**src/rtl/nct_pkg.sv**
```systemverilog
// ----------------------------------------------------------------------------
// Node cost table package
// Types and constants shared by the node cost table modules.
// ----------------------------------------------------------------------------
`default_nettype none

package nct_pkg;

    localparam int ENTRIES_DEF = 64;
    localparam int COORD_BITS  = 10;
    localparam int NODE_BITS   = 2 * COORD_BITS;
    localparam int COST_BITS   = 32;

    typedef logic [COORD_BITS-1:0] t_coord;
    typedef logic [NODE_BITS-1:0]  t_node;
    typedef logic [COST_BITS-1:0]  t_cost;

    localparam t_cost COST_INF = '1;

    typedef enum logic [1:0] {
        CMD_INSERT   = 2'd0,
        CMD_REMOVE   = 2'd1,
        CMD_LOOKUP   = 2'd2,
        CMD_FIND_MIN = 2'd3
    } t_cmd;

    typedef enum logic {
        ST_IDLE = 1'b0,
        ST_SCAN = 1'b1
    } t_state;

    typedef struct packed {
        t_cmd   command;
        t_coord node_x;
        t_coord node_y;
        t_coord other_x;
        t_coord other_y;
        t_cost  cost_in;
    } t_in_item;

    typedef struct packed {
        logic   hit;
        t_cost  cost_out;
        t_coord pred_x;
        t_coord pred_y;
        logic   edge_match;
        t_coord min_x;
        t_coord min_y;
        logic   table_empty;
        logic   insert_dropped;
    } t_out_item;

    // Node and predecessor hold y in the upper half and x in the lower half.
    typedef struct packed {
        t_node node;
        t_node pred;
        t_cost cost;
    } t_slot;

    typedef struct packed {
        logic  en;
        t_slot data;
    } t_ram_wr;

endpackage

`default_nettype wire

```
**src/rtl/nct_slot_ram.sv**
```systemverilog
// ----------------------------------------------------------------------------
// Node cost table slot memory
// Single write port, single read port memory with registered read data.
// ----------------------------------------------------------------------------
`default_nettype none

module nct_slot_ram #(
    parameter int ENTRIES = nct_pkg::ENTRIES_DEF
) (
    input  logic                       i_clk,
    input  logic                       i_rd_en,
    input  logic [$clog2(ENTRIES)-1:0] i_rd_addr,
    output nct_pkg::t_slot             o_rd_data,
    input  logic [$clog2(ENTRIES)-1:0] i_wr_addr,
    input  nct_pkg::t_ram_wr           i_wr
);
    import nct_pkg::*;

    t_slot r_mem [ENTRIES];
    t_slot r_rd_data;

    always_ff @(posedge i_clk) begin
        if (i_wr.en) begin
            r_mem[i_wr_addr] <= i_wr.data;
        end
        if (i_rd_en) begin
            r_rd_data <= r_mem[i_rd_addr];
        end
    end

    assign o_rd_data = r_rd_data;

endmodule

`default_nettype wire

```
**config.mk**
```make
export PLATFORM = sky130hd
export DESIGN_NAME = nct_slot_ram
export DESIGN_NICKNAME = d
export VERILOG_FILES = /design/src/rtl/nct_pkg.sv /design/src/rtl/nct_slot_ram.sv
export SDC_FILE = /design/constraint.sdc
export NUM_CORES = 2
export LEC_CHECK = 0
export ABC_CLOCK_PERIOD_IN_PS = 16680
export BUFFER_PORTS_ARGS = -buffer_cell sky130_fd_sc_hd__buf_2
export CAP_MARGIN = 10
export CORE_ASPECT_RATIO = 1.1
export CORE_MARGIN = 1
export CORE_UTILIZATION = 35
export CTS_CLUSTER_DIAMETER = 120
export DETAILED_ROUTE_END_ITERATION = 8
export GPL_ROUTABILITY_DRIVEN = 0
export PLACE_DENSITY_LB_ADDON = 0.05
export SLEW_MARGIN = 20
export SYNTH_ARGS = -nofsm -noshare
export SYNTH_HDL_FRONTEND = slang
export SYNTH_MEMORY_MAX_BITS = 65536
export SYNTH_SLANG_ARGS = --single-unit
export TNS_END_PERCENT = 1
```
**constraint.sdc**
```tcl
create_clock -name i_clk -period 16.68 [get_ports i_clk]
set_clock_uncertainty 0.05 [all_clocks]
set_input_delay 3.336 -clock i_clk [delete_from_list [all_inputs] [get_ports i_clk]]
set_output_delay 3.336 -clock i_clk [all_outputs]
set_load 0.02 [all_outputs]
```
---- Yosys cells after proc, flatten, opt, wreduce, memory -nomap -nowiden ----
Memory sizes are Yosys's and may differ from the RTL's. A register that Yosys moved wholly into a read port is not among the register bits.
Index checks and enable logic that the tools add are counted.
storage, ports and cells
  flip-flop bits (word level) ............. 0
  RAM bits ................................ 4608
  bits of input ports ..................... 87
  output and inout bits ................... 72
  logic and storage cells ................. 3
  memories ................................ 1
memory list
  name   depth  bits a word  read ports  clocked after Yosys merged registers in  wr ports  line                text
  r_mem  64     72           1           1                                        1         nct_slot_ram.sv:19  t_slot r_mem [ENTRIES];
cells by class
  mux-type cells .......................... 2
operators with widths
  operator           number
  two-way mux 1 bit  2

---- Depth between registers and ports, before layout ----
  word-level depth ........................ 2
  depth in mapped cells ................... 8

---- Least setup slack after synthesis ----
Ideal clock, no wire load.
  kind .................................... input to register
  start point ............................. input i_wr_addr[3]
  end point ............................... memory r_mem[48][0] (netlist name), enable pin
  library setup time ...................... 0.590 ns
  arrival ................................. 8.744 ns
  path slack .............................. 7.295 ns
  stages on the path ...................... 4
  path buffers ............................ 1
  cells stage by stage .................... clkbuf_1 nor2b_1 nand4b_1 nor3_1
RTL lines
  item             line                text
  start, declared  nct_slot_ram.sv:14  input logic [$clog2(ENTRIES)-1:0] i_wr_addr,
  end, declared    nct_slot_ram.sv:19
No word-level cell before the write port.

==> key figures <==
Yosys
  – Async S/R FF share, synth: 0%
  – Cell area after synthesis: 0.176 mm^2
  – Combinational family with the most area after synthesis: multiplexers
  – Sequential area share after synthesis: 79.9%
  – Top_reg_cell synth: edfxtp_1
  – Post-Synth Simple-Gate Area: 0.878%
  – Top-area cell type share of the netlist area: 79.9%
  – Compound-Gate Fraction of Synth Area: 2.73%
  – Distinct cell type count after synthesis: 26
  – Synth area leaders: edfxtp_1 (80%), mux4_2 (15%), a22oi_1 (1.2%), mux2i_1 (0.61%), buf_2 (0.54%)
  – Syn Nets: 7392
  – Post-synthesis mux area share: 15.4%
  – Seq cells post-synth: 4680
  – Post-Syn Instances: 7305
  – EDFF count, synth: 4680
  – Synthesized area per cell: 24.1 um^2
  – Post-synthesis adder-cell area fraction: 0%
  – Yosys Warn Count: 0
  – Area leader, netlist: edfxtp_1
  – Xor/xnor share of the synthesized area: 0%

Clock network
  – Max clock buf depth: 4
  – CTS Sinks: 4680
  – Num CTS Buffers: 529
  – Latest clock arrival within the worst-skew pair: 1.09 ns
  – # H-tree levels: 6
  – Root buffer cell: clkbuf_16
  – CTS tree: yes
  – CTS Hold Bufs: 0
  – Post-cts repair resize count: 0
  – Clock slew at reported path FFs: 0.06 ns
  – Post-CTS Repair Setup Buffers: 0

Worst setup path
  – CP Capture Type: register
  – Crit path kind: in -> reg
  – Critical R2R Capture: o_rd_data[24]
  – RR Startpoint: r_mem[51][24]
  – R2r setup slk: 14.49 ns
  – Worst Setup EP: o_rd_data[7]
  – Crit. Startpoint: i_rd_addr[0]
  – Setup crit start kind: primary input
  – Crit path max fanout: 90
  – CP required: 17.44 ns
  – Crit path DAT: 7.79 ns
  – Worst reg2reg path depth: 4

Route
  – DR iter-0 viols: 11000
  – TritonRoute pass-1 iters: 5
  – DRC Markers: 0
  – WL/cell: 41.7 um
  – Total Wirelength: 621000 um
  – Final ANT Viol Nets: 0
  – Via/cell ratio: 5.79
  – Via Count: 86300

Place
  – DP HPWL: 325000 um
  – PortBufs: 158

STA
  – Peak Freq: 0.142 GHz
  – Final Max Tran Viols: 0
  – Setup TNS: 0 ns
  – Period minus WS final: 7.04 ns
  – Final hold vios: 0
  – Worst slew pin tran: 1.16 ns
  – RSZ-0062 raised after global routing: no
  – Hold_ws: 0.860 ns
  – Rel. slew slack: 22.8%
  – Fin crit share: 42.2%
  – Final Setup Violations: 0

Cells and area
  – Area Growth Syn to Fin: 15.2%
  – Layout cells sized above 1: 28.8%
  – # nets final: 7966
  – Final Util: 40.6%

GRT
  – Gr usage total: 24.2%
  – Largest net degree at the start of global routing: 101
  – Grt ovf: 0
  – Antenna violations before repair: 76
  – First-pass GRT wire length: 817000 um
  – Vias in the first global route: 88100

Status
  – Status: completed

Power and ir drop
  – Switching Fraction: 22.1%
  – Max IR drop VDD: 0.104 mV
  – PD cells: 126 mW/mm^2
  – Leakage: 0.0623 uW
  – Pint: 19800 uW
  – Total power: 25400 uW
  – Gate power share: 4.6%
  – Clock network fraction of total power: 43.9%
  – Flop pwr share: 51.5%
  – Net Switching: 5630 uW

Die
  – Number of core rows: 272
  – Io pins: 159
  – Core area: 0.500 mm^2
  – Starting Density: 35.2%
  – Die width: 678 um
  – Die area: 0.506 mm^2
  – Die Height: 746 um

Run
  – Maxcap violations: 0

Hold path
  – Min-Delay Path Class: reg -> reg
cells in the mapped netlist, drive strengths merged, types with 8 or more instances:
library cell	count
nand2	8
nand3	128
a22oi	288
nand2b	9
nor2	120
o211a	72
nor2b	9
mux2i	108
nand3b	26
clkbuf	143
a211oi	72
edfxtp	4680
buf	275
o221ai	54
o22ai	144
mux4	1152
flip-flops by register name, indices dropped and copies added, names as in the netlist:
signal / flops
r_mem: 4608
o_rd_data: 72
power by group through the flow:
stage	Combinational, uW	Clock [uW]	Sequential [uW]
2_1_floorplan	599	0	13300
3_3_place_gp	1180	0	13300
3_5_place_dp	1190	0	13300
4_1_cts	1200	11400	13100
5_1_grt	1250	11800	13100
6_report	1170	11200	13100
metrics by stage:
step	instance area (um^2)	worst slack, ns	cells
floorplan	176000	7.30	7305
global placement	186000	8.49	13900
detailed placement	186000	8.50	13900
CTS	202000	9.66	14900
global route	203000	9.30	14900
finish	203000	9.64	14900
per-layer routing:
layer	global-route usage, %	up-vias	routed length, um
li1	-	33100	-
met4	6.86	10	18000
met3	4.63	820	42200
met1	33.0	48700	258000
met2	39.6	3619	302000
met5	0	-	55
cells by family (layout without fill, tap and decap cells):
| family | after synthesis | after routing |
|---|---|---|
| other | 0 | 33 |
| AOI/OAI and AO/OA | 630 | 630 |
| buffers and inverters | 418 | 1403 |
| DFF | 4680 | 4680 |
| and+or+nand+nor | 317 | 317 |
| muxes | 1260 | 1260 |
worst min-delay path by stage:
stage / from / to / slack [ns] / cells past startpoint
detailed placement: r_mem[6][33] / o_rd_data[33] / 0.86 / 4
global route: r_mem[15][21] / o_rd_data[21] / 0.90 / 4
finish: r_mem[6][33] / o_rd_data[33] / 0.86 / 4
CTS: r_mem[6][33] / o_rd_data[33] / 0.86 / 4
floorplan: r_mem[46][4] / o_rd_data[4] / 0.81 / 4
global placement: r_mem[38][2] / o_rd_data[2] / 0.85 / 4
layout by cell type (no fill, tap or decap), types with 4 or more instances in the layout:
master	Yosys	routed
nand2b_2	0	4
a211oi_1	72	72
buf_12	0	26
nor2b_1	9	4
clkinv_1	0	113
a22oi_1	288	288
nor2_4	0	64
edfxtp_1	4680	4680
clkinv_2	0	69
nor2b_4	0	5
mux2i_1	108	108
o22ai_1	144	144
nand3_1	128	127
clkbuf_1	143	141
inv_16	0	7
inv_6	0	21
nand3b_1	26	26
clkbuf_16	0	543
o211a_1	72	72
diode_2	0	33
mux4_2	1152	1152
clkinvlp_4	0	6
or3b_2	4	4
nand2_1	8	6
bufinv_16	0	24
clkinv_8	0	16
buf_4	56	309
buf_2	190	121
o221ai_1	54	54
nor2_1	120	56
worst max-delay path: stages:
cell	delay, ns
buf_12	0.48
buf_4	0.82
buf_12	0.62
buf_4	0.79
mux4_2	0.60
o22ai_1	0.31
nor2_1	0.10
o211a_1	0.24
layout make-up:
| class | instances | area (um^2) |
|---|---|---|
| clock buffer | 684 | 14100 |
| sequential | 4680 | 141000 |
| clock inverter | 258 | 2160 |
| multi-input combinational | 2207 | 34000 |
| tap | 6576 | 8230 |
| fill | 43800 | 297000 |
| antenna | 33 | 82.6 |
| timing repair buffer | 461 | 3530 |
Power figures use the tool's default switching activity.
